<file path="src/sv/pvu_pkg.sv">
// Shared types, stage map and arithmetic constants for the swarm velocity and position update.
package pvu_pkg;

    localparam int WORD_W   = 32;
    localparam int GAIN_W   = 10;
    localparam int DIFF_W   = WORD_W + 1;
    localparam int PROD_W   = 42;
    localparam int HALF_W   = PROD_W / 2;
    localparam int QHI_W    = 15;
    localparam int QUO_W    = QHI_W + HALF_W;
    localparam int TERM_W   = QUO_W + 1;
    localparam int SUM_W    = TERM_W + 2;
    localparam int REM_W    = 7;
    localparam int CHUNK_W  = REM_W + HALF_W;
    localparam int RECIP_W  = 29;
    localparam int RECIP_SH = 35;
    localparam int ADDR_W   = 4;
    localparam int DATA_W   = 32;

    localparam logic [RECIP_W-1:0] RECIP_100 = 29'd343597383;
    localparam logic [6:0]         SCALE     = 7'd100;
    localparam logic [6:0]         ROUND_UP  = 7'd99;

    localparam logic [GAIN_W-1:0] INERTIA_RST  = 10'd70;
    localparam logic [GAIN_W-1:0] PERSONAL_RST = 10'd150;
    localparam logic [GAIN_W-1:0] GLOBAL_RST   = 10'd150;

    localparam int NUM_STAGES = 12;
    localparam int STG_IN     = 0;
    localparam int STG_DIFF   = 1;
    localparam int STG_MAG    = 2;
    localparam int STG_MUL    = 3;
    localparam int STG_REC1   = 4;
    localparam int STG_DIV1   = 5;
    localparam int STG_REC2   = 6;
    localparam int STG_DIV2   = 7;
    localparam int STG_TERM   = 8;
    localparam int STG_SUM    = 9;
    localparam int STG_SAT    = 10;
    localparam int STG_OUT    = 11;

    typedef enum logic [1:0] {
        REG_INERTIA  = 2'd0,
        REG_PERSONAL = 2'd1,
        REG_GLOBAL   = 2'd2
    } t_reg_idx;

    typedef struct packed {
        logic signed [WORD_W-1:0] velocity;
        logic signed [WORD_W-1:0] position;
        logic signed [WORD_W-1:0] personal_best;
        logic signed [WORD_W-1:0] global_best;
    } t_pvu_in;

    typedef struct packed {
        logic signed [WORD_W-1:0] new_velocity;
        logic signed [WORD_W-1:0] new_position;
    } t_pvu_out;

    typedef struct packed {
        logic [GAIN_W-1:0] inertia_pct;
        logic [GAIN_W-1:0] personal_pct;
        logic [GAIN_W-1:0] global_pct;
    } t_pvu_gains;

    typedef struct packed {
        logic [NUM_STAGES-1:0] adv;
    } t_pipe_ctl;

endpackage

</file>
<file path="src/sv/pvu_combine.sv">
// Sum of the three terms, velocity saturation and guarded position update.
module pvu_combine import pvu_pkg::*; (
    input  logic                     i_clk,
    input  t_pipe_ctl                i_ctl,
    input  logic signed [TERM_W-1:0] i_term_v,
    input  logic signed [TERM_W-1:0] i_term_p,
    input  logic signed [TERM_W-1:0] i_term_g,
    input  logic signed [WORD_W-1:0] i_pos,
    output t_pvu_out                 o_data
);

    logic signed [SUM_W-1:0]  r_sum;
    logic signed [WORD_W-1:0] r_pos_s9, r_pos_s10;
    logic signed [WORD_W-1:0] r_nv;
    t_pvu_out                 r_out;

    logic signed [WORD_W-1:0] w_sat;
    logic signed [WORD_W:0]   w_np;
    logic                     w_fits;

    always_comb begin
        w_fits = (r_sum[SUM_W-1:WORD_W-1] == '0) || (r_sum[SUM_W-1:WORD_W-1] == '1);
        if (w_fits) begin
            w_sat = r_sum[WORD_W-1:0];
        end else if (r_sum[SUM_W-1]) begin
            w_sat = {1'b1, {(WORD_W-1){1'b0}}};
        end else begin
            w_sat = {1'b0, {(WORD_W-1){1'b1}}};
        end
        w_np = (WORD_W+1)'(r_pos_s10) + (WORD_W+1)'(r_nv);
    end

    always_ff @(posedge i_clk) begin
        if (i_ctl.adv[STG_SUM]) begin
            r_sum    <= SUM_W'(i_term_v) + SUM_W'(i_term_p) + SUM_W'(i_term_g);
            r_pos_s9 <= i_pos;
        end
        if (i_ctl.adv[STG_SAT]) begin
            r_nv      <= w_sat;
            r_pos_s10 <= r_pos_s9;
        end
        if (i_ctl.adv[STG_OUT]) begin
            r_out.new_velocity <= r_nv;
            r_out.new_position <= (w_np[WORD_W] != w_np[WORD_W-1]) ? r_pos_s10
                                                                     : w_np[WORD_W-1:0];
        end
    end

    assign o_data = r_out;

endmodule

</file>
<file path="config.mk">
export PLATFORM = sky130hd
export DESIGN_NAME = pvu_combine
export DESIGN_NICKNAME = d
export VERILOG_FILES = /design/src/sv/pvu_pkg.sv /design/src/sv/pvu_combine.sv
export SDC_FILE = /design/constraint.sdc
export NUM_CORES = 1
export LEC_CHECK = 0
export BUFFER_PORTS_ARGS = -buffer_cell sky130_fd_sc_hd__clkbuf_2
export CAP_MARGIN = 25
export CORE_MARGIN = 2
export CORE_UTILIZATION = 40
export CTS_CLUSTER_SIZE = 16
export DETAILED_ROUTE_END_ITERATION = 10
export PLACE_DENSITY = 0.58
export SLEW_MARGIN = 15
export SYNTH_ARGS = -nofsm -noshare
export SYNTH_HDL_FRONTEND = slang
export SYNTH_SLANG_ARGS = --single-unit
export TNS_END_PERCENT = 50
</file>
<file path="constraint.sdc">
create_clock -name i_clk -period 8.38 [get_ports i_clk]
set_clock_uncertainty 0.15 [all_clocks]
set_input_delay 0.419 -clock i_clk [delete_from_list [all_inputs] [get_ports i_clk]]
set_output_delay 0.419 -clock i_clk [all_outputs]
set_load 0.05 [all_outputs]
</file>
# [Word-level counts from Yosys, hierarchy flattened]
# Index checks and enable logic that the tools add are counted.
[op_classes] n_eq_ne=2 n_lt_le_gt_ge=0 mux=3 add_sub_neg=3 div_mod_pow=0 n_bitwise=0 reduce_logical=2 multipliers=0 shifts=0
[ops] op="2-to-1 mux 32 bit" count=3
[ops] op="adder 38 x 37 -> 39 bit" count=1
[ops] op="adder 37 x 37 -> 38 bit" count=1
[ops] op="adder 32 x 32 -> 33 bit" count=1
[ops] op="== test 8 bit, second input constant" count=1
[ops] op="zero test 8 bit" count=1
[ops] op="logical OR 1 bit" count=1
[ops] op="!= test 1 bit" count=1
[word_totals] regBits=199 memories=0 in_bits=156 output_inout_bits=64 romBits=0 mem_bits_rw=0 latchBits=0

# [Depth between registers and ports, before layout]
[logic_depth] word_depth=3 mapped_depth=15 ltp_nobuf=15

# [Worst setup path before layout]
# OpenSTA, ideal clock, no wires.
[synth_timing] path_type="register -> register" from="register r_pos_s10[5]" to="register r_out (netlist bit o_data[10]), data pin" path_stages_with_launch=12 setup_slack_ns=4.784 t_required_ns=7.970 setup_time_ns=0.260 n_path_buf=1 synth_period_minus_slack_ns=3.596 t_arrival_ns=3.186 cell_sequence="edfxtp_1 -> ha_1 -> a21o_1 -> or3b_1 -> o221ai_2 -> o31a_2 -> o22ai_2 -> o31a_1 -> and4_1 -> a2111oi_4 -> buf_6 -> mux2_4"
[synth_via] elab_chain_len=3
[synth_lines] element="start: declaration" line="pvu_combine.sv:13" source="logic signed [WORD_W-1:0] r_pos_s9, r_pos_s10;"
[synth_lines] element="start signal: assignment" line="pvu_combine.sv:40" source="r_pos_s10 <= r_pos_s9;"
[synth_lines] element="adder 32 x 32 -> 33 bit *" line="pvu_combine.sv:30" source="w_np = (WORD_W+1)'(r_pos_s10) + (WORD_W+1)'(r_nv);"
[synth_lines] element="!= test 1 bit" line="pvu_combine.sv:44" source="r_out.new_position <= (w_np[WORD_W] != w_np[WORD_W-1]) ? r_pos_s10"
[synth_lines] element="2-to-1 mux 32 bit *" line="pvu_combine.sv:44"
[synth_lines] element="end: declaration" line="pvu_combine.sv:15" source="t_pvu_out r_out;"
# Every way passes the cells marked *; elsewhere a longest branch is shown, timed or not.
# A chain may end at the register's enable or synchronous reset.

# [Worst setup path in the final report]
[layout_timing] from="register r_pos_s10[0]" to="register r_out (netlist bit o_data[25]), data pin"
# The elaborated chain is that of the path after synthesis.

==> results.ini <==
[status]
result_of_the_run = complete, no violations

[power_and_ir_drop]
powerDensity_mw_per_mm2 = 255
cellLeakagePower_nw = 5.53
irDropWorstVdd_v = 0.000116

[clock_tree]
clock_sinks = 199
htreeDepth = 4
cts-resized-gates = 0
cts_tree = done
clock_latency_of_the_later_clocked_register_in_the_worst_skew_pair_ns = 0.43
holdBufCountCts = 11
cts.repair_timing.setup_buffer_count = 0
clk_path_buf_depth = 2
cts-buffers-inserted = 17
ctsRootBufferMaster = clkbuf_16
clkSlewWorstSetupHoldPaths_ns = 0.07

[timing]
setup-tns-final_ns = 0
period_utilisation_layout_pct = 49.8
pins_over_slew_limit = 0
fmaxAchievable_mhz = 239
grt_setup_unrepaired = false
final_hold_viol_count = 0
relSlewSlack_pct = 34.9
hold_slack_ns = 0.0282
period_needed_ns = 4.18
worst_pin_slew_ns = 0.977
final_count_of_negative_setup_slack_endpoints = 0

[detailed_routing]
dr.pass1.iters = 5
num_vias = 7322
postRouteAntennaNets = 0
avgViaCountPerCell = 4.94
post-route-drc-count = 0
drt_iter0_markers = 441
drt-total-wl_microns = 22400
routed_length_per_placed_instance_microns = 15.1

[synth]
post_synth_main_area_contributors = edfxtp_1 (53%), ha_1 (7.7%), fa_1 (7.0%), xnor2_1 (3.4%), a21oi_1 (2.8%)
main_combinational_cell_family_by_area_after_synthesis = adder cells
netlist-cell-type-count = 62
dominantRegCellSynth = edfxtp_1
post_synth_instance_area_sq_mm = 0.0112
number_of_flops_mapped_to_enable_cells_by_yosys = 199
synth_simple_gate_area_share_pct = 7.32
ys_seq_elements = 199
synthesis.nets = 1130
synth_largest_area_cell = edfxtp_1
synth-async-reset-ratio_pct = 0
synth_warnings = 0
multiplexer_share_of_the_synthesized_area_pct = 3.87
avgSynthCellArea_sq_um = 12.9
yosysSeqAreaShare_pct = 53.4
synthesis.instances = 866
post_synth_fa_ha_maj_area_fraction_pct = 14.7
synthDominantCellAreaShare_pct = 53.4
synth_compound_area_share_pct = 14.0
synth-xor-area-share_pct = 4.85

[layout]
antenna-diode-count = 0
final_nets = 1356
layout-area-overhead-vs-synth_pct = 19.8
layout-drive-gt1-share_pct = 25.3

[worst_setup_path]
timing.critical_path.from_type = flop
critical_path_buf_inv_count = 2
cp_arrival_ns = 4.21
critPathTopFamily = compound AO/OA/AOI/OAI gates
timing.critical_path.cells = ha_1 -> inv_1 -> fa_1 -> nand2b_1 -> a21oi_1 -> o221ai_2 -> o31a_2 -> o22ai_2 -> o31a_1 -> o41ai_2 -> a2111oi_4 -> buf_4 -> mux2_1
cell_type_of_the_slowest_stage_on_the_worst_timing_path = buf_4
endpoint_kind = flop
worstSetupPathType = flop to flop
cpPeakStageDelay_ns = 0.52
critical_path_peak_fanout = 31
critPathRequiredTime_ns = 8.41

[die]
floorplan.die.height_microns = 171
design.portCount = 220
row_count = 61
initial_core_util_pct = 40.5
die_w_microns = 171
die-area_sq_mm = 0.0293
floorplan.core_area_sq_mm = 0.0276

[global_route]
gr-usage-all-layers_pct = 15.6
grt_pass1_vias = 6924
grt_remaining_overflow = 0
antenna_found_initial = 0
pin_count_of_the_biggest_net_entering_global_routing = 72
grt_first_pass_wirelength_microns = 35100

[placement]
detailedPlacementHpwl_microns = 17000
gp_routability_congestion = 0.845
io_buffer_count = 210

[flow_run]
max_cap_violations = 0

[worst_hold_path]
min-delay-path-class = primary input to flop

[synthesized netlist by cell type (all sizes together), types with 5 or more instances]
cell,n
edfxtp,199
ha,69
nand2,68
o21ai,65
a21oi,63
nor2,45
xnor2,44
fa,39
a21o,33
mux2,30
inv,28
clkbuf,19
xor2,18
a31oi,12
nand2b,11
nand3,11
nand4,10
o21bai,10
o31ai,9
o21a,7
a221oi,6
nor2b,6
nor3,6
o211ai,6
a211oi,5
and3,5
[area by class of cell]
| type | count | area (sq um) |
|---|---|---|
| inverters | 28 | 105 |
| fillers | 2524 | 14200 |
| clock buffers | 17 | 425 |
| repair buffers | 229 | 1230 |
| clock inverters | 15 | 190 |
| flip-flops and latches | 199 | 5980 |
| multi-input cells | 617 | 5000 |
| well taps | 378 | 473 |
[registers in the layout (all words and copies together) (netlist names)]
| register | count |
|---|---|
| o_data | 64 |
| r_nv | 32 |
| r_pos_s10 | 32 |
| r_pos_s9 | 32 |
| r_sum | 39 |
[power breakdown]
part	internal, mW	switching (mW)
logic	0.458	0.715
clock network	0.478	0.376
registers	1.33	0.0599
total	2.26	1.15
[worst reg2reg max path, cell delays in order, from the launching register on]
cell       delay [ns]
edfxtp_1         0.35
ha_1             0.21
inv_1            0.07
fa_1             0.40
nand2b_1         0.19
a21oi_1          0.23
o221ai_2         0.17
o31a_2           0.37
o22ai_2          0.20
o31a_1           0.23
o41ai_2          0.09
a2111oi_4        0.32
buf_4            0.52
mux2_1           0.41
[kinds of logic (layout without fill, tap and decap cells)]
| kind of cell | count (synthesis) | count (layout) |
|---|---|---|
| simple gates | 177 | 177 |
| buf+inv | 50 | 289 |
| xor+xnor | 62 | 62 |
| flops | 199 | 199 |
| compound gates | 238 | 238 |
| fa+ha+maj | 108 | 108 |
| mux | 32 | 32 |
[stage by stage]
step	worst slack, ns	instances	util [%]	power, mW	cell area, sq um
floorplan	4.78	866	-	2.29	11200
global placement	4.08	1437	45.8	2.58	12600
detailed placement	4.09	1437	45.8	2.59	12600
CTS	4.14	1480	48.4	3.45	13400
global route	3.94	1483	48.5	3.62	13400
finish	4.20	1483	48.5	3.42	13400
[final timing paths]
check | startpoint | slack, ns | cells past startpoint | end
max | r_pos_s10[0]$_DFFE_PP_ | 4.20 | 13 | o_data[25]$_DFFE_PP_
min | i_pos[15] | 0.03 | 1 | r_pos_s9[15]$_DFFE_PP_
min reg2reg | r_pos_s9[24]$_DFFE_PP_ | 0.27 | 0 | r_pos_s10[24]$_DFFE_PP_
max reg2reg | r_pos_s10[0]$_DFFE_PP_ | 4.20 | 13 | o_data[25]$_DFFE_PP_
[cells in the final DEF, fill, tap and decap left out, types with 20 or more instances in the layout]
cell type,netlist,routed
clkbuf_2,0,209
edfxtp_1,199,199
ha_1,69,69
nand2_1,68,68
a21oi_1,63,63
o21ai_0,63,63
nor2_1,45,44
xnor2_1,44,44
fa_1,39,39
a21o_1,33,33
inv_1,28,28
mux2_4,20,20
[per-layer routing]
| metal | vias up | share of wire [%] | global-route usage, % | routed length [microns] |
|---|---|---|---|---|
| li1 | 3714 | - | - | - |
| met1 | 3423 | 49 | 21.7 | 10900 |
| met2 | 161 | 46 | 24.8 | 10300 |
| met3 | 24 | 3.5 | 2.53 | 778 |
| met4 | 0 | 1.8 | 5.34 | 409 |
| met5 | - | 0 | 0 | 0 |
Power figures use the tool's default switching activity.
