<file path="src/sv/pvu_pkg.sv">
// Shared types, stage map and arithmetic constants for the swarm velocity and position update.
package pvu_pkg;

    localparam int WORD_W   = 32;
    localparam int GAIN_W   = 10;
    localparam int DIFF_W   = WORD_W + 1;
    localparam int PROD_W   = 42;
    localparam int HALF_W   = PROD_W / 2;
    localparam int QHI_W    = 15;
    localparam int QUO_W    = QHI_W + HALF_W;
    localparam int TERM_W   = QUO_W + 1;
    localparam int SUM_W    = TERM_W + 2;
    localparam int REM_W    = 7;
    localparam int CHUNK_W  = REM_W + HALF_W;
    localparam int RECIP_W  = 29;
    localparam int RECIP_SH = 35;
    localparam int ADDR_W   = 4;
    localparam int DATA_W   = 32;

    localparam logic [RECIP_W-1:0] RECIP_100 = 29'd343597383;
    localparam logic [6:0]         SCALE     = 7'd100;
    localparam logic [6:0]         ROUND_UP  = 7'd99;

    localparam logic [GAIN_W-1:0] INERTIA_RST  = 10'd70;
    localparam logic [GAIN_W-1:0] PERSONAL_RST = 10'd150;
    localparam logic [GAIN_W-1:0] GLOBAL_RST   = 10'd150;

    localparam int NUM_STAGES = 12;
    localparam int STG_IN     = 0;
    localparam int STG_DIFF   = 1;
    localparam int STG_MAG    = 2;
    localparam int STG_MUL    = 3;
    localparam int STG_REC1   = 4;
    localparam int STG_DIV1   = 5;
    localparam int STG_REC2   = 6;
    localparam int STG_DIV2   = 7;
    localparam int STG_TERM   = 8;
    localparam int STG_SUM    = 9;
    localparam int STG_SAT    = 10;
    localparam int STG_OUT    = 11;

    typedef enum logic [1:0] {
        REG_INERTIA  = 2'd0,
        REG_PERSONAL = 2'd1,
        REG_GLOBAL   = 2'd2
    } t_reg_idx;

    typedef struct packed {
        logic signed [WORD_W-1:0] velocity;
        logic signed [WORD_W-1:0] position;
        logic signed [WORD_W-1:0] personal_best;
        logic signed [WORD_W-1:0] global_best;
    } t_pvu_in;

    typedef struct packed {
        logic signed [WORD_W-1:0] new_velocity;
        logic signed [WORD_W-1:0] new_position;
    } t_pvu_out;

    typedef struct packed {
        logic [GAIN_W-1:0] inertia_pct;
        logic [GAIN_W-1:0] personal_pct;
        logic [GAIN_W-1:0] global_pct;
    } t_pvu_gains;

    typedef struct packed {
        logic [NUM_STAGES-1:0] adv;
    } t_pipe_ctl;

endpackage

</file>
<file path="src/sv/pvu_term.sv">
// One scaled term: magnitude, gain product, divide by 100 rounding up, restore sign.
module pvu_term import pvu_pkg::*; (
    input  logic                     i_clk,
    input  t_pipe_ctl                i_ctl,
    input  logic [GAIN_W-1:0]        i_gain,
    input  logic signed [DIFF_W-1:0] i_x,
    output logic signed [TERM_W-1:0] o_term
);

    localparam int P1_W = HALF_W + RECIP_W;
    localparam int P2_W = CHUNK_W + RECIP_W;

    logic                    r_neg_s2, r_neg_s3, r_neg_s4, r_neg_s5, r_neg_s6, r_neg_s7;
    logic [DIFF_W-1:0]       r_mag;
    logic [PROD_W-1:0]       r_n;
    logic [HALF_W-1:0]       r_nhi;
    logic [HALF_W-1:0]       r_nlo_s4, r_nlo_s5;
    logic [P1_W-1:0]         r_prod1;
    logic [QHI_W-1:0]        r_q1_s5, r_q1_s6;
    logic [REM_W-1:0]        r_r1;
    logic [CHUNK_W-1:0]      r_t;
    logic [P2_W-1:0]         r_prod2;
    logic [QUO_W-1:0]        r_q;
    logic signed [TERM_W-1:0] r_term;

    logic [PROD_W:0]         w_n;
    logic [QHI_W-1:0]        w_q1e;
    logic [HALF_W:0]         w_r1e;
    logic [QHI_W-1:0]        w_q1;
    logic [REM_W-1:0]        w_r1;
    logic [HALF_W:0]         w_q2e;
    logic [CHUNK_W:0]        w_r2e;
    logic [HALF_W-1:0]       w_q2;

    always_comb begin
        w_n   = (PROD_W+1)'(i_gain) * (PROD_W+1)'(r_mag) + (PROD_W+1)'(ROUND_UP);
        w_q1e = r_prod1[P1_W-1:RECIP_SH];
        w_r1e = (HALF_W+1)'(r_nhi) - (HALF_W+1)'(w_q1e) * (HALF_W+1)'(SCALE);
        if (w_r1e[REM_W:0] >= (REM_W+1)'(SCALE)) begin
            w_q1 = w_q1e + QHI_W'(1);
            w_r1 = REM_W'(w_r1e[REM_W:0] - (REM_W+1)'(SCALE));
        end else begin
            w_q1 = w_q1e;
            w_r1 = w_r1e[REM_W-1:0];
        end
        w_q2e = r_prod2[P2_W-1:RECIP_SH];
        w_r2e = (CHUNK_W+1)'(r_t) - (CHUNK_W+1)'(w_q2e) * (CHUNK_W+1)'(SCALE);
        if (w_r2e[REM_W:0] >= (REM_W+1)'(SCALE)) begin
            w_q2 = HALF_W'(w_q2e + (HALF_W+1)'(1));
        end else begin
            w_q2 = w_q2e[HALF_W-1:0];
        end
    end

    always_ff @(posedge i_clk) begin
        if (i_ctl.adv[STG_MAG]) begin
            r_neg_s2 <= i_x[DIFF_W-1];
            r_mag    <= i_x[DIFF_W-1] ? DIFF_W'(-i_x) : DIFF_W'(i_x);
        end
        if (i_ctl.adv[STG_MUL]) begin
            r_neg_s3 <= r_neg_s2;
            r_n      <= w_n[PROD_W-1:0];
        end
        if (i_ctl.adv[STG_REC1]) begin
            r_neg_s4 <= r_neg_s3;
            r_nhi    <= r_n[PROD_W-1:HALF_W];
            r_nlo_s4 <= r_n[HALF_W-1:0];
            r_prod1  <= P1_W'(r_n[PROD_W-1:HALF_W]) * P1_W'(RECIP_100);
        end
        if (i_ctl.adv[STG_DIV1]) begin
            r_neg_s5 <= r_neg_s4;
            r_q1_s5  <= w_q1;
            r_r1     <= w_r1;
            r_nlo_s5 <= r_nlo_s4;
        end
        if (i_ctl.adv[STG_REC2]) begin
            r_neg_s6 <= r_neg_s5;
            r_q1_s6  <= r_q1_s5;
            r_t      <= {r_r1, r_nlo_s5};
            r_prod2  <= P2_W'({r_r1, r_nlo_s5}) * P2_W'(RECIP_100);
        end
        if (i_ctl.adv[STG_DIV2]) begin
            r_neg_s7 <= r_neg_s6;
            r_q      <= {r_q1_s6, w_q2};
        end
        if (i_ctl.adv[STG_TERM]) begin
            r_term <= r_neg_s7 ? -$signed({1'b0, r_q}) : $signed({1'b0, r_q});
        end
    end

    assign o_term = r_term;

endmodule

</file>
<file path="config.mk">
export PLATFORM = sky130hd
export DESIGN_NAME = pvu_term
export DESIGN_NICKNAME = d
export VERILOG_FILES = /design/src/sv/pvu_pkg.sv /design/src/sv/pvu_term.sv
export SDC_FILE = /design/constraint.sdc
export NUM_CORES = 2
export LEC_CHECK = 0
export ABC_AREA = 1
export BUFFER_PORTS_ARGS = -buffer_cell sky130_fd_sc_hd__buf_2
export CAP_MARGIN = 20
export CELL_PAD_IN_SITES_DETAIL_PLACEMENT = 1
export CELL_PAD_IN_SITES_GLOBAL_PLACEMENT = 1
export CORE_MARGIN = 10
export CORE_UTILIZATION = 46
export DETAILED_ROUTE_END_ITERATION = 6
export GPL_ROUTABILITY_DRIVEN = 0
export PLACE_DENSITY_LB_ADDON = 0.1
export RECOVER_POWER = 100
export SETUP_SLACK_MARGIN = 0.1
export SYNTH_ARGS = -nofsm -noshare
export SYNTH_HDL_FRONTEND = slang
export SYNTH_SLANG_ARGS = --single-unit
export TNS_END_PERCENT = 10
</file>
<file path="constraint.sdc">
create_clock -name i_clk -period 6.25 [get_ports i_clk]
set_clock_uncertainty 0.1 [all_clocks]
set_input_delay 0.625 -clock i_clk [delete_from_list [all_inputs] [get_ports i_clk]]
set_output_delay 0.625 -clock i_clk [all_outputs]
set_load 0.005 [all_outputs]
</file>
**Word-level counts from Yosys, hierarchy flattened**

Index checks and enable logic that the tools add are counted.

- Bits in registers: 356
- Output and inout bits: 37

- $add $sub $neg: 8
- $mul: 5
- Order comparisons: 2
- Multiplexer cells: 5

Operators with widths:

| cell | count |
|---|---|
| $mul A28 B29 Y57 const B | 1 |
| $mul A21 B29 Y50 const B | 1 |
| $add A42 B7 Y42 const B | 1 |
| $mul A10 B33 Y42 | 1 |
| $neg A36 Y37 | 1 |
| $mux W36 | 1 |
| $neg A33 Y33 | 1 |
| $mux W32 | 1 |
| $mul A22 B5 Y6 const B | 1 |
| $add A21 B1 Y21 const B | 1 |
| $mux W21 | 1 |
| $ge A8 B7 Y1 const B | 2 |
| $sub A8 B8 Y8 | 2 |
| $add A15 B1 Y15 const B | 1 |
| $mul A15 B5 Y6 const B | 1 |
| $mux W15 | 1 |
| $mux W7 | 1 |
| $sub A7 B7 Y7 const B | 1 |

**Longest topological paths before layout**

- Word-level depth: 4
- Depth in mapped cells: 27
- Gate-level depth less buffers: 27

**Worst setup path after synthesis**

OpenSTA, ideal clock, no wires.

- Kind: reg-to-reg
- From: register r_n[25]
- To: register r_prod1[43], data pin
- Library setup time: 0.252 ns
- Arrival: 5.445 ns
- Data required time: 5.898 ns
- Slack: 0.452 ns
- Cell stages (with the launch flop): 23
- Clock period less this slack: 5.798 ns
- Cell sequence: edfxtp_1 inv_1 fa_1 fa_1 inv_1 fa_1 inv_1 fa_1 inv_1 fa_1 fa_1 inv_1 fa_1 inv_1 ha_1 a21oi_1 o21ai_0 a21oi_1 nand2_1 a21oi_1 nand2_1 nand2_1 nand2_1

- Word-level cells in the longest chain between the ends: 1

RTL lines:

| what | line | source |
|---|---|---|
| from (decl) | pvu_term.sv:15 | `logic [PROD_W-1:0] r_n;` |
| from (signal assigned) | pvu_term.sv:62 | `r_n <= w_n[PROD_W-1:0];` |
| $mul A21 B29 Y50 | pvu_term.sv:68 | `r_prod1 <= P1_W'(r_n[PROD_W-1:HALF_W]) * P1_W'(RECIP_100);` |
| to (signal assigned) | pvu_term.sv:68 |  |
| to (decl) | pvu_term.sv:18 | `logic [P1_W-1:0] r_prod1;` |

No other way between the ends.
A chain may end at the register's enable or synchronous reset.

**Worst setup path after layout**

- From: register r_nlo_s5[18]
- To: register r_prod2[53], data pin

- Word-level cells in the longest chain between the ends: 1

RTL lines:

| what | line | source |
|---|---|---|
| from (decl) | pvu_term.sv:17 | `logic [HALF_W-1:0] r_nlo_s4, r_nlo_s5;` |
| from (signal assigned) | pvu_term.sv:74 | `r_nlo_s5 <= r_nlo_s4;` |
| $mul A28 B29 Y57 | pvu_term.sv:80 | `r_prod2 <= P2_W'({r_r1, r_nlo_s5}) * P2_W'(RECIP_100);` |
| to (signal assigned) | pvu_term.sv:80 |  |
| to (decl) | pvu_term.sv:22 | `logic [P2_W-1:0] r_prod2;` |

No other way between the ends.

==> results.sh <==
export IMPL_status="complete, but fails checks"
export IMPL_violations="capacitance limit, slew limit"
export IMPL_place_area_mm2=0.0507
export IMPL_die_h_um=343
export IMPL_yosys_area_top_type_share_pct=30.0
export IMPL_clkTransAtPathRegs_ns=0.06
export IMPL_synth_async_reset_ratio_pct=0
export IMPL_rsz0062_at_grt="yes"
export IMPL_cts_buffers=39
export IMPL_endpoint_kind="flop"
export IMPL_cts_tree="yes"
export IMPL_synth_nets=7046
export IMPL_max_cap_violations=7
export IMPL_synthFlopType="edfxtp_1"
export IMPL_start_util_pct=46.3
export IMPL_drive_gt1_share_pct=7.83
export IMPL_cts_root_buf="clkbuf_16"
export IMPL_worst_slew_pin_slew_ns=2.66
export IMPL_totalWireLength_mm=147
export IMPL_critical_path_buf_inv_count=7
export IMPL_grt_pass1_wl_mm=233
export IMPL_ios=93
export IMPL_rr_worst_depth=23
export IMPL_grtUsageTotal_pct=25.4
export IMPL_yosysWarnings=0
export IMPL_slew_limit_headroom_pct=-77.0
export IMPL_dp_slack_ns=0.0375
export IMPL_drcViolationCount=0
export IMPL_min_path_type="in2reg"
export IMPL_period_minus_slack_ns=6.03
export IMPL_die_w_um=343
export IMPL_worst_path_stages=23
export IMPL_hold_depth=1
export IMPL_drt_iter0_drc=1571
export IMPL_critical_path_cell_chain="fa_1 -> inv_1 -> fa_2 -> inv_1 -> fa_1 -> fa_1 -> inv_1 -> fa_1 -> inv_1 -> fa_1 -> inv_1 -> fa_1 -> inv_1 -> ha_4 -> nand2_2 -> nor2_2 -> buf_4 -> nand2_2 -> nor2_4 -> and3_4 -> nand2_2 -> nand3_1 -> nand2_1"
export IMPL_vias=37000
export IMPL_setup_tns_final_ns=0
export IMPL_timing_final_crit_share_pct=96.4
export IMPL_antenna_found_initial=2
export IMPL_setup_violations=0
export IMPL_grt_pass1_vias=41900
export IMPL_yosys_register_bits=283
export IMPL_portBuffers=87
export IMPL_crit_path_max_incr_delay_ns=0.57
export IMPL_clockBufferDepth=3
export IMPL_yosysSeqAreaShare_pct=17.8
export IMPL_cp_top_family="adder cells"
export IMPL_finalHoldViolCount=0
export IMPL_fin_hold_ws_ns=0.116
export IMPL_dieArea_mm2=0.117
export IMPL_syn2layout_area_growth_pct=10.8
export IMPL_fmax_mhz=166
export IMPL_fin_ws_ns=0.222
export IMPL_ant_nets=0
export IMPL_critPathLaunchType="flop"
export IMPL_final_nets=7249
export IMPL_grt_max_degree=46
export IMPL_dr_pass1_iters=5
export IMPL_cp_required_ns=6.50
export IMPL_routed_via_density=5.11
export IMPL_crit_fanout=5
export IMPL_dp_hpwl_mm=128
export IMPL_synth_top_cells_by_area="fa_1 30%, edfxtp_1 18%, ha_1 17%"
export IMPL_finalInstanceArea_mm2=0.0530
export IMPL_timing_rr_start="r_nlo_s5[18]"
export IMPL_design_core_area_mm2=0.103
export IMPL_final_common_cell="inv_1"
export IMPL_synth_edf_count=283
export IMPL_syn_area_mm2=0.0479
export IMPL_crit_type="reg2reg"
export IMPL_mostFrequentLayoutCells="1493 x inv_1, 1165 x nand2_1, 702 x fa_1, 622 x ha_1, 283 x edfxtp_1"
export IMPL_maxSlewViolCount=284
export IMPL_cp_arrival_ns=6.27
export IMPL_slowest_stage="fa_1"
export IMPL_syn_inst=5626
export IMPL_synth_top_cell_by_area="fa_1"
export IMPL_cts_max_level=2
export IMPL_overflow=0
export IMPL_holdCritStartpoint="i_x[0]"
export IMPL_startpoint="r_nlo_s5[18]"
export IMPL_avgSynthCellArea_um2=8.51
export IMPL_synth_cell_types=42
export IMPL_clk_latency_ns=0.62
export IMPL_rows=118
export IMPL_wl_per_cell_um=20.3
export IMPL_clock_sinks=283
export IMPL_r2r_slack_ns=0.22
sequential cells by signal (all words and copies together), names as in the netlist, 6 cells and up:
name / count
o_term: 37
r_mag: 33
r_n: 42
r_nhi: 8
r_nlo_s4: 21
r_nlo_s5: 21
r_prod1: 15
r_prod2: 21
r_q: 36
r_q1_s5: 15
r_q1_s6: 15
r_r1: 7
r_t: 6
cell usage after synthesis (all sizes together) (10+ instances only):
library cell and n:
inv 1498, nand2 1195, fa 717, ha 647
nor2 331, edfxtp 283, nand3 199, a21oi 181
o21ai 116, xor2 94, nand4 70, clkbuf 63
nor3 52, xnor2 46, buf 30, o21bai 28
nor4 15, a21o 10, a31oi 10
area by class of cell:
class                   count  area (um^2)
clock buffers              42         1030
multi-input cells        3751        34100
well taps                1380         1730
diodes                      2         5.00
flip-flops and latches    283         8500
inverters                1499         5630
fillers                 12400        50300
repair buffers            255         1690
clock inverters            29          319
stage by stage:
step	cells	util (%)
final	7241	51.3
after detailed placement	7133	49.1
after global placement	7133	49.1
after floorplan	5626	-
after global routing	7239	51.3
after CTS	7206	50.4
worst register-to-register path: stages, from the launching register on:
cell and delay, ns:
edfxtp_1 0.42, fa_1 0.57, inv_1 0.08, fa_2 0.52
inv_1 0.05, fa_1 0.41, fa_1 0.50, inv_1 0.06
fa_1 0.54, inv_1 0.06, fa_1 0.55, inv_1 0.07
fa_1 0.47, inv_1 0.06, ha_4 0.30, nand2_2 0.09
nor2_2 0.08, buf_4 0.16, nand2_2 0.09, nor2_4 0.17
and3_4 0.20, nand2_2 0.10, nand3_1 0.11, nand2_1 0.05
what timing repair did:
item / CTS / global route
hold buffers: 0 / 0
gates cloned: 0 / 0
resized for setup: 5 / 250
endpoints found under the hold margin: 0 / 0
endpoints found under the setup margin: 16 / 36
buffers inserted: 2 / 31
pin swaps: 0 / 45
final timing paths:
kind	to
worst max-delay path	r_prod2[53]
worst min-delay path	r_mag[0]
worst max register to register	r_prod2[53]
worst min register to register	r_nlo_s5[10]
metal layers:
metal	vias up	track usage [%]	share of wire [%]
li1	17500	-	-
met1	18700	31.8	43
met2	592	45.5	50
met3	230	2.32	3.1
met4	0	8.93	4.0
met5	-	0	0
cells by family after synthesis:
kind of cell,after synthesis,share of synthesized area [%]
buf+inv,1592,12.6
xor+xnor,140,2.56
simple gates,1885,16.1
flops,283,17.8
fa+ha+maj,1364,46.9
compound gates,362,4.12
Power is not shown: default switching activity piles up to over one toggle a cycle in this logic, so the estimate is an artifact.
