==> src/sv/pvu_pkg.sv <==
// Shared types, stage map and arithmetic constants for the swarm velocity and position update.
package pvu_pkg;

    localparam int WORD_W   = 32;
    localparam int GAIN_W   = 10;
    localparam int DIFF_W   = WORD_W + 1;
    localparam int PROD_W   = 42;
    localparam int HALF_W   = PROD_W / 2;
    localparam int QHI_W    = 15;
    localparam int QUO_W    = QHI_W + HALF_W;
    localparam int TERM_W   = QUO_W + 1;
    localparam int SUM_W    = TERM_W + 2;
    localparam int REM_W    = 7;
    localparam int CHUNK_W  = REM_W + HALF_W;
    localparam int RECIP_W  = 29;
    localparam int RECIP_SH = 35;
    localparam int ADDR_W   = 4;
    localparam int DATA_W   = 32;

    localparam logic [RECIP_W-1:0] RECIP_100 = 29'd343597383;
    localparam logic [6:0]         SCALE     = 7'd100;
    localparam logic [6:0]         ROUND_UP  = 7'd99;

    localparam logic [GAIN_W-1:0] INERTIA_RST  = 10'd70;
    localparam logic [GAIN_W-1:0] PERSONAL_RST = 10'd150;
    localparam logic [GAIN_W-1:0] GLOBAL_RST   = 10'd150;

    localparam int NUM_STAGES = 12;
    localparam int STG_IN     = 0;
    localparam int STG_DIFF   = 1;
    localparam int STG_MAG    = 2;
    localparam int STG_MUL    = 3;
    localparam int STG_REC1   = 4;
    localparam int STG_DIV1   = 5;
    localparam int STG_REC2   = 6;
    localparam int STG_DIV2   = 7;
    localparam int STG_TERM   = 8;
    localparam int STG_SUM    = 9;
    localparam int STG_SAT    = 10;
    localparam int STG_OUT    = 11;

    typedef enum logic [1:0] {
        REG_INERTIA  = 2'd0,
        REG_PERSONAL = 2'd1,
        REG_GLOBAL   = 2'd2
    } t_reg_idx;

    typedef struct packed {
        logic signed [WORD_W-1:0] velocity;
        logic signed [WORD_W-1:0] position;
        logic signed [WORD_W-1:0] personal_best;
        logic signed [WORD_W-1:0] global_best;
    } t_pvu_in;

    typedef struct packed {
        logic signed [WORD_W-1:0] new_velocity;
        logic signed [WORD_W-1:0] new_position;
    } t_pvu_out;

    typedef struct packed {
        logic [GAIN_W-1:0] inertia_pct;
        logic [GAIN_W-1:0] personal_pct;
        logic [GAIN_W-1:0] global_pct;
    } t_pvu_gains;

    typedef struct packed {
        logic [NUM_STAGES-1:0] adv;
    } t_pipe_ctl;

endpackage

==> src/sv/pvu_cfg_regs.sv <==
// Gain register file behind the APB-style configuration port.
module pvu_cfg_regs import pvu_pkg::*; (
    input  logic              i_clk,
    input  logic              i_rst_n,
    input  logic              psel,
    input  logic              penable,
    input  logic              pwrite,
    input  logic [ADDR_W-1:0] paddr,
    input  logic [DATA_W-1:0] pwdata,
    output logic [DATA_W-1:0] prdata,
    output logic              pready,
    output t_pvu_gains        o_gains
);

    logic [GAIN_W-1:0] r_inertia;
    logic [GAIN_W-1:0] r_personal;
    logic [GAIN_W-1:0] r_global;
    t_reg_idx          w_idx;
    logic              w_wr;

    assign pready = 1'b1;
    assign w_idx  = t_reg_idx'(paddr[ADDR_W-1:2]);
    assign w_wr   = psel && penable && pwrite && pready;

    always_ff @(posedge i_clk) begin
        if (!i_rst_n) begin
            r_inertia  <= INERTIA_RST;
            r_personal <= PERSONAL_RST;
            r_global   <= GLOBAL_RST;
        end else if (w_wr) begin
            unique case (w_idx)
                REG_INERTIA:  r_inertia  <= pwdata[GAIN_W-1:0];
                REG_PERSONAL: r_personal <= pwdata[GAIN_W-1:0];
                REG_GLOBAL:   r_global   <= pwdata[GAIN_W-1:0];
                default: ;
            endcase
        end
    end

    always_comb begin
        unique case (w_idx)
            REG_INERTIA:  prdata = DATA_W'(r_inertia);
            REG_PERSONAL: prdata = DATA_W'(r_personal);
            REG_GLOBAL:   prdata = DATA_W'(r_global);
            default:      prdata = '0;
        endcase
    end

    assign o_gains.inertia_pct  = r_inertia;
    assign o_gains.personal_pct = r_personal;
    assign o_gains.global_pct   = r_global;

endmodule

==> config.mk <==
export PLATFORM = sky130hd
export DESIGN_NAME = pvu_cfg_regs
export DESIGN_NICKNAME = d
export VERILOG_FILES = /design/src/sv/pvu_pkg.sv /design/src/sv/pvu_cfg_regs.sv
export SDC_FILE = /design/constraint.sdc
export NUM_CORES = 1
export LEC_CHECK = 0
export BUFFER_PORTS_ARGS = -buffer_cell sky130_fd_sc_hd__buf_2
export CORE_UTILIZATION = 38
export CTS_BUF_LIST = sky130_fd_sc_hd__clkbuf_8
export CTS_CLUSTER_DIAMETER = 120
export CTS_CLUSTER_SIZE = 30
export DETAILED_ROUTE_END_ITERATION = 16
export GPL_TIMING_DRIVEN = 1
export PLACE_DENSITY = 0.74
export SETUP_SLACK_MARGIN = 0.4
export SYNTH_ARGS = -nofsm -noshare
export SYNTH_HDL_FRONTEND = slang
export SYNTH_SLANG_ARGS = --single-unit
export TNS_END_PERCENT = 50
==> constraint.sdc <==
create_clock -name i_clk -period 1.7 [get_ports i_clk]
set_clock_uncertainty 0.15 [all_clocks]
set_input_delay 0.34 -clock i_clk [delete_from_list [all_inputs] [get_ports i_clk]]
set_output_delay 0.34 -clock i_clk [all_outputs]
set_load 0.02 [all_outputs]
* Yosys cells after proc, flatten, opt, wreduce, memory -nomap -nowiden
Index checks and enable logic that the tools add are counted.
** Operators by class
- Shifts and indexed selects :: 0
- Add/sub/neg operators :: 0
- $mul :: 0
- Bitwise operators :: 0
- Reductions and logical operators :: 6
- Divide/modulo/power cells :: 0
- Order comparisons :: 0
- Eq/ne operators :: 2
- Muxes and demuxes :: 1
** Operators with widths (number)
- case mux 10 bit (3 select lines) :: 1
- AND reduction 2 bit :: 3
- == test 2 x 1 -> 1 bit (second input constant) :: 1
- == test 2 bit (second input constant) :: 1
- logical AND 1 bit :: 2
- zero test 2 bit :: 1
** Storage, ports and cells
- Bits in writable memories :: 0
- Memories :: 0
- Bits of input ports :: 41
- Latch bits :: 0
- Logic and storage cells :: 12
- Register bits after elaboration :: 30
- Output and inout bits :: 63
- Memory bits (read-only) :: 0

* Logic depth before layout (Yosys ltp)
Gate-level depths: netlist of run 1.
- Depth after elaboration :: 3
- Gate-level depth with buffers :: 5
- Mapped depth without buffers :: 3

* Worst setup path after synthesis of run 1
No wires, ideal clock.
- Path type :: input-to-output
- Start :: input port paddr[2]
- End :: output port prdata[1]
- Path slack :: -0.049 ns
- Data arrival time :: 1.259 ns
- Required time :: 1.210 ns
- Path buffers :: 2
- Stages on the path :: 4
- Cells stage by stage :: buf_2 buf_4 mux2i_1 o21ai_0
** On the way
- Word-level cells in the longest chain between the ends :: 2
- Elaborated cells between the ends (all ways) :: 4
- Those cells by class :: eq/ne: 2; mux: 1; reduce/logical: 1
** Ends and longest elaborated chain
- from (decl) :: line pvu_cfg_regs.sv:8 : input logic [ADDR_W-1:0] paddr,
- == test 2 bit (tied with other cells) :: line pvu_cfg_regs.sv:41 : unique case (w_idx)
- case mux 10 bit (3 select lines) (*) :: line pvu_cfg_regs.sv:41
- to (decl) :: line pvu_cfg_regs.sv:10 : output logic [DATA_W-1:0] prdata,
Mark *: on every way between the ends. The rest lies on a longest branch, timed or not.

* Worst setup path in the final report of run 1
- Start :: input port paddr[2]
- End :: output port prdata[6]
Same word-level chain as after synthesis.

==> results.yml, run 1 <==
global_route:
  gr-total-overflow: 0
  grt_use_total_pct: 18.07
  grt_max_degree: 22
  antenna_found_initial: 0
  grt_pass1_vias: 1166
  grt_pass1_wl_um: 5644
layout:
  nNetsFinal: 287
  layout-drive-gt1-share_pct: 53.06
  finish.instance_area_um2: 2283
  antenna_cells: 0
  syn_to_final_growth_pct: 46.12
  post-route-util_pct: 60.11
  final_cells: 293
detailed_routing:
  routed_via_density: 4.529
  top_layer: "met4"
  ant_nets: 0
  wl_met2_um: 1815
  wl_per_cell_um: 12.96
  drt_first_pass_iters: 3
  wl_met1_um: 1719
  drt_iter0_drc: 48
  num_vias: 1327
  route.met3.wl_um: 186
  wl_um: 3797
  drc: 0
synthesis:
  synthCells: 175
  synth.most_common_cell: "mux2i_1"
  synth_commonest_cells: "mux2i_1, nand2_1, dfxtp_1"
  syn_avg_cell_area_um2: 8.930
  ys_seq_area_share_pct: 38.43
  yosys-top-cells-area: "dfxtp_1, mux2i_1, buf_4"
  synth_edf_count: 0
  synth.distinct_cells: 18
  ys_seq_elements: 30
  netlist_area_um2: 1563
  synth-async-reset-ratio_pct: 0
  synth_top_cell_area_share_pct: 38.43
  synth-main-ff-cell: "dfxtp_1"
  synth_top_area_cell: "dfxtp_1"
  synth.yosys.warnings: 0
clock_network:
  clock-sinks: 30
  cts_buffers: 5
  htreeDepth: 2
  cts_root_buf: "clkbuf_8"
  cts_max_path_buffers: 2
  clock_latency_ns: 0.28
  path_clk_slew_ns: 0.06
  cts_tree: "yes"
sta:
  fmax_mhz: 656.8
  rsz0062_at_grt: "true"
  finalHoldViolCount: 0
  setup_viol: 0
  slew_viol_final: 0
  layout_min_cycle_time_ns: 1.522
  post-route-period-util_pct: 89.56
power_and_ir_drop:
  power_leakage_nw: 1.117
  peakVddDrop_uv: 416.3
  totalPowerFinal_mw: 1.564
  power_density_nw_per_um2: 684.7
setup_path:
  crit_type: "in -> out"
  max_stage_delay_ns: 0.18
  cp_max_fo: 7
  critPathRequiredTime_ns: 1.21
  crit_slowest_cell: "mux2i_4"
  end_kind: "output pin"
  critPathArrivalTime_ns: 1.03
  cpMostUsedCell: "buf_12"
  crit_chain: "buf_12 -> buf_12 -> mux2i_4 -> o21ai_2 -> buf_4"
  crit_path_start_kind: "input port"
  reg2reg_depth: 3
min_path:
  holdPathStages: 3
  hp-class: "in -> reg"
floorplan:
  row_count: 22
  die_h_um: 66.13
  io_pins: 104
  core_area_um2: 3799
  start_util_pct: 41.14
  die_width_um: 66.13
  die_area_um2: 4373
placed_design:
  placed_cells_incl_taps: 281
  numPortBuffers: 56
  gp_congestion: 0.7756
  dpl.hpwl_um: 2635
  placed_cell_area_um2: 1917
run_status:
  status: "complete, no violations"
run:
  maxCapViolCount: 0
## placed cells by master (no fill, tap or decap)
master,instances
nor2b_1,14
nor3_1,1
or3_4,1
nand4_1,1
mux2i_2,2
nand2_4,1
nand2_1,29
mux2i_4,1
buf_4,24
buf_12,3
dfxtp_4,1
o211ai_1,1
mux2i_1,36
nand2_2,7
dfxtp_1,7
buf_2,33
nor3b_2,1
dfxtp_2,22
conb_1,23
nand3_1,1
o21ai_2,10
o31ai_1,1
buf_8,1
inv_1,1
buf_6,16
clkbuf_8,6
nor2b_4,1
## path summary, 6_finish.rpt
path	startpoint	to	slack [ns]
worst max-delay path	paddr[2]	prdata[6]	0.18
worst min-delay path	pwdata[4]	r_inertia[4]$_SDFFE_PN0P_	0.16
worst max register to register	r_personal[6]$_SDFFE_PN0P_	r_personal[6]$_SDFFE_PN0P_	0.86
worst min register to register	r_inertia[8]$_SDFFE_PN0P_	r_inertia[8]$_SDFFE_PN0P_	0.32
## flip-flops by register name, summed over array words and instances, names as in the netlist
| register | count |
|---|---|
| r_global | 10 |
| r_inertia | 10 |
| r_personal | 10 |
## stage by stage
step	hold WS, ns	setup WS [ns]	setup TNS, ns
2_1_floorplan	0.3322	0.2418	0
3_3_place_gp	0.3096	0.01443	0
3_5_place_dp	0.3162	-0.01055	-0.02612
4_1_cts	0.1536	0.1851	0
5_1_grt	0.1675	0.1546	0
6_report	0.1611	0.1775	0
## timing repair
action | CTS | global route
resized for setup | 53 | 31
hold buffers | 0 | 0
setup endpoints to repair | 46 | 45
buffers inserted | 4 | 2
pin swaps | 4 | 4
cloned | 0 | 0
## power by group
group / switching, mW / internal (mW)
clock: 0.253 / 0.311
sequential: 0.00871 / 0.713
combinational: 0.160 / 0.118
## final cells by class
| type | instances | area [um2] |
|---|---|---|
| Tap cell | 48 | 60.06 |
| Clock buffer | 6 | 82.58 |
| Timing Repair Buffer | 77 | 600.6 |
| Sequential cell | 30 | 631.9 |
| Inverter | 1 | 3.754 |
| Multi-Input combinational cell | 131 | 904.6 |
| Fill cell | 333 | 1515 |
## layer usage
| layer | global-route usage (%) | up-vias |
|---|---|---|
| li1 | - | 668 |
| met1 | 21.58 | 599 |
| met2 | 29.72 | 53 |
| met3 | 4.310 | 7 |
| met4 | 9.574 | 0 |
| met5 | 0 | - |
## kinds of logic after synthesis
logic type | Yosys count | synth area share, %
flip-flops | 30 | 38.43
buffers and inverters | 35 | 15.13
other | 2 | 0.4806
AO/OA/AOI/OAI | 12 | 4.164
AND/OR/NAND/NOR | 57 | 16.81
multiplexers | 39 | 24.98
## worst max-delay path: cells and delay by family
kind                   cells  cell delay (ns)
buffers and inverters      3             0.40
muxes                      1             0.18
AOI/OAI and AO/OA          1             0.11
No activity file was read; power rests on OpenSTA's default activity.
==> inputs of run 2 (changes only) <==
--- a/config.mk
+++ b/config.mk
@@ -6,13 +6,15 @@
 export NUM_CORES = 1
 export LEC_CHECK = 0
 export BUFFER_PORTS_ARGS = -buffer_cell sky130_fd_sc_hd__buf_2
-export CORE_UTILIZATION = 38
+export CELL_PAD_IN_SITES_DETAIL_PLACEMENT = 0
+export CELL_PAD_IN_SITES_GLOBAL_PLACEMENT = 1
+export CORE_UTILIZATION = 30
 export CTS_BUF_LIST = sky130_fd_sc_hd__clkbuf_8
 export CTS_CLUSTER_DIAMETER = 120
 export CTS_CLUSTER_SIZE = 30
 export DETAILED_ROUTE_END_ITERATION = 16
 export GPL_TIMING_DRIVEN = 1
-export PLACE_DENSITY = 0.74
+export PLACE_DENSITY = 0.83
 export SETUP_SLACK_MARGIN = 0.4
 export SYNTH_ARGS = -nofsm -noshare
 export SYNTH_HDL_FRONTEND = slang
==> run 2 against run 1 <==
Compared with the run above:
- combinational power is 2% lower
- worst hold slack better by 0.0012 ns
- core utilization fell by 12 points
- global-route usage shrank 3.5 points
- cell area up 2.4%
- worst setup slack improved by 0.024 ns
- flip-flop and latch count stayed put
- first-iteration DRC count shrank 42%
- wire length fell by 0.32%
- critical path type unchanged
- critical endpoint unchanged
- largest cell class unchanged
- largest power group unchanged
==> results.yml, run 2 (synthesis gave the netlist of run 1 again) <==
sta:
  setup_viol: 0
  slew_viol_final: 0
  rsz0062_at_grt: "true"
  layout_min_cycle_time_ns: 1.498
  finalHoldViolCount: 0
  fmax_mhz: 667.4
  finalSetupTns_ns: 0
  post-route-period-util_pct: 88.14
layout:
  antenna_cells: 0
  layout_commonest_cell: "mux2i_1"
  nNetsFinal: 286
  reg_top3: "r_global: 10 flops, r_inertia: 10 flops, r_personal: 10 flops"
  n_fill_cell: 482
  final_cell_mix: "mux2i_1, buf_2, nand2_1, conb_1, dfxtp_2"
  syn_to_final_growth_pct: 49.64
  layout-drive-gt1-share_pct: 53.25
clock_network:
  path_clk_slew_ns: 0.06
  cts_max_path_buffers: 2
  clock-sinks: 30
  cts_root_buf: "clkbuf_8"
  htreeDepth: 2
  cts_tree: "yes"
  clock_latency_ns: 0.27
  cts_buffers: 5
detailed_routing:
  routed_via_density: 4.278
  ant_nets: 0
  wl_per_cell_um: 12.09
  drt_first_pass_iters: 4
  drt_iter0_drc: 28
  num_vias: 1339
  wl_um: 3785
  drc: 0
setup_path:
  critPathRequiredTime_ns: 1.21
  cp_max_fo: 6
  crit_type: "in -> out"
  crit_path_start_kind: "input port"
  end_kind: "output pin"
  critPathArrivalTime_ns: 1.01
power_and_ir_drop:
  switching_share_pct: 25.75
  totalPowerFinal_mw: 1.691
  internal-power_mw: 1.256
  peakVddDrop_uv: 393.8
  netSwitchingPower_uw: 435.5
  comb_power_share_pct: 16.1
  seq_power_share_pct: 42.6
  power_leakage_nw: 1.162
  clkPwrFrac_pct: 41.3
  power_density_nw_per_um2: 723.2
floorplan:
  die_width_um: 74.18
  core_area_um2: 4880
  die_h_um: 74.18
  die_area_um2: 5502
  start_util_pct: 32.03
  io_pins: 104
  row_count: 25
global_route:
  antenna_found_initial: 0
  grt_pass1_vias: 1230
  grt_use_total_pct: 14.55
  grt_max_degree: 17
  grt_pass1_wl_um: 5823
  gr-total-overflow: 0
placed_design:
  dpl.hpwl_um: 2786
  gp_congestion: 0.6771
  numPortBuffers: 56
run:
  maxCapViolCount: 0
run_status:
  status: "complete, no violations"
min_path:
  hp-class: "in -> reg"
==> run 2: cell count changes in the layout (fill, tap and decap cells not counted), sizes merged <==
cell,previous run,this run
bufinv,0,1
clkbuf,6,5
buf,77,76
clkinv,0,2
==> run 2: critical path: stages <==
cell and delay, ns:
buf_12 0.09, buf_8 0.12, mux2i_1 0.24, o21ai_2 0.08
buf_6 0.13
==> run 2: final timing paths <==
kind                                    from  slack [ns]                         end  depth (start not counted)
setup reg to reg  r_personal[6]$_SDFFE_PN0P_        0.79  r_personal[6]$_SDFFE_PN0P_                          4
hold reg to reg   r_personal[3]$_SDFFE_PN0P_        0.31  r_personal[3]$_SDFFE_PN0P_                          2
hold / removal                     pwdata[7]        0.16   r_inertia[7]$_SDFFE_PN0P_                          3
setup / recovery                    paddr[2]        0.20                   prdata[6]                          5
==> run 2: layout make-up <==
class / count / area, um2 / area share [%]
sequential: 30 / 633.1 / 27.07
timing repair buffer: 76 / 604.3 / 25.84
clock buffer: 5 / 68.82 / 2.943
tap: 67 / 83.83 / 3.585
inverter: 1 / 3.754 / 0.1605
clock inverter: 3 / 40.04 / 1.712
multi-input combinational: 131 / 904.6 / 38.68
==> run 2: power groups by stage <==
| stage | Combinational (mW) | Clock [mW] | Sequential, mW |
|---|---|---|---|
| 5_1_grt | 0.294 | 0.745 | 0.721 |
| 3_5_place_dp | 0.233 | 0 | 0.735 |
| 2_1_floorplan | 0.186 | 0 | 0.746 |
| 4_1_cts | 0.263 | 0.717 | 0.720 |
| 3_3_place_gp | 0.231 | 0 | 0.735 |
| 6_report | 0.273 | 0.698 | 0.720 |
==> run 2: what timing repair did <==
item | CTS | global route
pin swaps | 5 | 3
resized for setup | 56 | 32
endpoints found under the setup margin | 27 | 41
hold endpoints to repair | 0 | 0
buffers inserted | 2 | 2
hold buffers | 0 | 0
==> run 2: layer usage <==
layer / wire length, um / share of wire (%) / track usage, % / vias up
li1: - / - / - / 671
met4: 40 / 1.1 / 6.410 / 0
met2: 1882 / 50 / 24.24 / 44
met1: 1701 / 45 / 17.65 / 622
met5: 0 / 0 / 0 / -
met3: 160 / 4.2 / 3.794 / 2
==> run 2: stage by stage <==
step | instance area (um2) | instances | hold slack, ns | util, % | setup slack (ns)
6_report | 2338 | 313 | 0.1623 | 47.92 | 0.2016
5_1_grt | 2338 | 313 | 0.1646 | 47.92 | 0.1379
4_1_cts | 2236 | 311 | 0.1669 | 45.82 | 0.2033
3_5_place_dp | 1961 | 301 | 0.3135 | 40.18 | 0.06445
3_3_place_gp | 1961 | 301 | 0.3101 | 40.18 | 0.08795
2_1_floorplan | 1700 | 196 | 0.3322 | - | 0.2418
==> inputs of run 3 (changes only) <==
--- a/config.mk
+++ b/config.mk
@@ -5,16 +5,17 @@
 export SDC_FILE = /design/constraint.sdc
 export NUM_CORES = 1
 export LEC_CHECK = 0
+export ABC_AREA = 1
 export BUFFER_PORTS_ARGS = -buffer_cell sky130_fd_sc_hd__buf_2
 export CELL_PAD_IN_SITES_DETAIL_PLACEMENT = 0
 export CELL_PAD_IN_SITES_GLOBAL_PLACEMENT = 1
-export CORE_UTILIZATION = 30
+export CORE_UTILIZATION = 28
 export CTS_BUF_LIST = sky130_fd_sc_hd__clkbuf_8
 export CTS_CLUSTER_DIAMETER = 120
 export CTS_CLUSTER_SIZE = 30
 export DETAILED_ROUTE_END_ITERATION = 16
 export GPL_TIMING_DRIVEN = 1
-export PLACE_DENSITY = 0.83
+export PLACE_DENSITY = 0.82
 export SETUP_SLACK_MARGIN = 0.4
 export SYNTH_ARGS = -nofsm -noshare
 export SYNTH_HDL_FRONTEND = slang
==> run 3 against run 2 <==
Compared with the run above:
- first-iteration DRC count grew 89%
- non-clock buffer count shrank 2
- synthesized cell count grew 36%
- worst setup slack lost 0.0060 ns
- clock power grew 30%
- combinational power grew 27%
- critical path type unchanged
- critical endpoint is now prdata[8]
- largest power group is now the clock network
- highest routed layer unchanged
==> results.yml, run 3 <==
sta:
  fmax_mhz: 664.7
  holdWs_ns: 0.1423
  tightestPinTransition_ns: 0.5474
  finalSetupTns_ns: 0
  slew_headroom_pct: 63.51
  finalHoldViolCount: 0
  layout_min_cycle_time_ns: 1.504
  setup_viol: 0
  rsz0062_at_grt: "true"
  post-route-period-util_pct: 88.50
  slew_viol_final: 0
setup_path:
  crit_chain: "buf_12 -> nor2_4 -> buf_4 -> nand2_1 -> nand3_2 -> buf_6"
  reg2reg_slack_ns: 0.94
  crit_slowest_cell: "buf_4"
  crit_path_start_kind: "input port"
  max_stage_delay_ns: 0.16
  critPathRequiredTime_ns: 1.21
  reg2reg_depth: 2
  cp_max_fo: 6
  critPathArrivalTime_ns: 1.01
  end_kind: "output pin"
  crit_type: "in -> out"
synthesis:
  synth_commonest_cells: "nand2_1, nand3_1, nor2_1"
  ys_seq_area_share_pct: 38.03
  netlist_area_um2: 1579
  synth.most_common_cell: "nand2_1"
  synth-main-ff-cell: "dfxtp_1"
  synth_top_area_cell: "dfxtp_1"
  synth_top_family_by_area: "simple AND/OR/NAND/NOR gates"
  synth_compound_area_share_pct: 0
  synth_top_cell_area_share_pct: 38.03
  synthMuxAreaShare_pct: 0
  synth_fa_ha_area_share_pct: 0
  synthCells: 238
  synth.distinct_cells: 14
  ys_seq_elements: 30
  synth.yosys.warnings: 0
  synth-async-reset-ratio_pct: 0
  syn_avg_cell_area_um2: 6.635
  yosys-top-cells-area: "dfxtp_1, nand2_1, nand3_1"
  synth_simple_gate_area_share_pct: 44.93
  synth_xor_area_share_pct: 0
  synth_edf_count: 0
floorplan:
  start_util_pct: 29.96
  row_count: 26
  core_area_um2: 5270
  io_pins: 104
  die_h_um: 77.10
  die_width_um: 77.10
  die_area_um2: 5944
layout:
  reg_top3: "r_global: 10 flops, r_inertia: 10 flops, r_personal: 10 flops"
  final_cell_mix: "nand2_1, nor2_1, nand3_1, buf_2, buf_4"
  layout_commonest_cell: "nand2_1"
  antenna_cells: 0
  layout-drive-gt1-share_pct: 41.29
  syn_to_final_growth_pct: 53.80
  nNetsFinal: 350
power_and_ir_drop:
  power_density_nw_per_um2: 818.9
  peakVddDrop_uv: 567.4
  power_leakage_nw: 1.242
clock_network:
  htreeDepth: 2
  cts_root_buf: "clkbuf_8"
  path_clk_slew_ns: 0.06
  clock-sinks: 30
  cts_max_path_buffers: 2
  cts_buffers: 5
  clock_latency_ns: 0.28
  cts_tree: "yes"
detailed_routing:
  routed_via_density: 4.326
  drt_iter0_drc: 53
  num_vias: 1644
  drc: 0
  ant_nets: 0
  wl_um: 4478
  wl_per_cell_um: 11.78
  drt_first_pass_iters: 4
placed_design:
  gp_congestion: 0.7073
  dpl.hpwl_um: 2917
  numPortBuffers: 56
global_route:
  grt-busiest-layer: "met2"
  grt_pass1_vias: 1545
  antenna_found_initial: 0
  gr-total-overflow: 0
  grt_max_degree: 31
  grt_pass1_wl_um: 7445
  grt_use_total_pct: 16.20
  use_met1_pct: 19.12
  met2_usage_pct: 28.75
  use_met3_pct: 4.524
min_path:
  hp-class: "in -> reg"
  holdPathStages: 3
run:
  maxCapViolCount: 0
run_status:
  status: "complete, no violations"
-- run 3: stage by stage --
step / setup slack, ns / instance area (um2) / power [mW] / utilization, % / std cells
after floorplan: 0.3634 / 1720 / 0.9725 / - / 259
after global placement: 0.04466 / 1958 / 1.025 / 37.16 / 362
after detailed placement: 0.04966 / 1958 / 1.027 / 37.16 / 362
after CTS: 0.1961 / 2356 / 2.000 / 44.71 / 379
after global routing: 0.1524 / 2429 / 2.076 / 46.08 / 380
final: 0.1956 / 2429 / 1.989 / 46.08 / 380
-- run 3: layout make-up --
type | instances | area, um2
Tap cell | 70 | 87.58
Clock inverter | 2 | 60.06
Fill cell | 568 | 2841
Clock buffer | 6 | 82.58
Sequential cell | 30 | 623.1
Multi-Input combinational cell | 187 | 883.3
Timing Repair Buffer | 74 | 635.6
Inverter | 11 | 56.30
-- run 3: where the power goes --
group | internal, mW | total (mW) | switching, mW
combinational | 0.141 | 0.348 | 0.207
clock | 0.625 | 0.909 | 0.283
sequential | 0.719 | 0.732 | 0.0134
total | 1.48 | 1.99 | 0.504
-- run 3: per-layer routing --
layer | vias up | wire [um]
met2 | 52 | 2283
met5 | - | 0
met4 | 0 | 22
met1 | 748 | 1943
met3 | 4 | 229
li1 | 840 | -
-- run 3: critical path: cells and delay by family --
family	cells	cell delay (ns)
and+or+nand+nor	3	0.29
buffers and inverters	3	0.39
-- run 3: worst paths after layout --
path                                            startpoint                          to
worst max-delay path                              paddr[3]                   prdata[8]
worst min-delay path                             pwdata[6]   r_inertia[6]$_SDFFE_PN1P_
worst max register to register    r_global[3]$_SDFFE_PN0P_    r_global[3]$_SDFFE_PN0P_
worst min register to register  r_personal[1]$_SDFFE_PN1P_  r_personal[1]$_SDFFE_PN1P_
-- run 3: repair_timing --
| action | 4_1_cts | 5_1_grt |
|---|---|---|
| hold buffers | 0 | 0 |
| gates resized for setup | 58 | 28 |
| pin swaps | 6 | 2 |
| setup endpoints to repair | 35 | 40 |
| buffers inserted | 8 | 1 |
| gates cloned | 1 | 0 |
-- run 3: kinds of logic (layout without fill, tap and decap cells) --
kind of cell,Yosys count,count (layout)
flops,30,30
other cells,2,23
simple gates,164,164
buf+inv,42,93
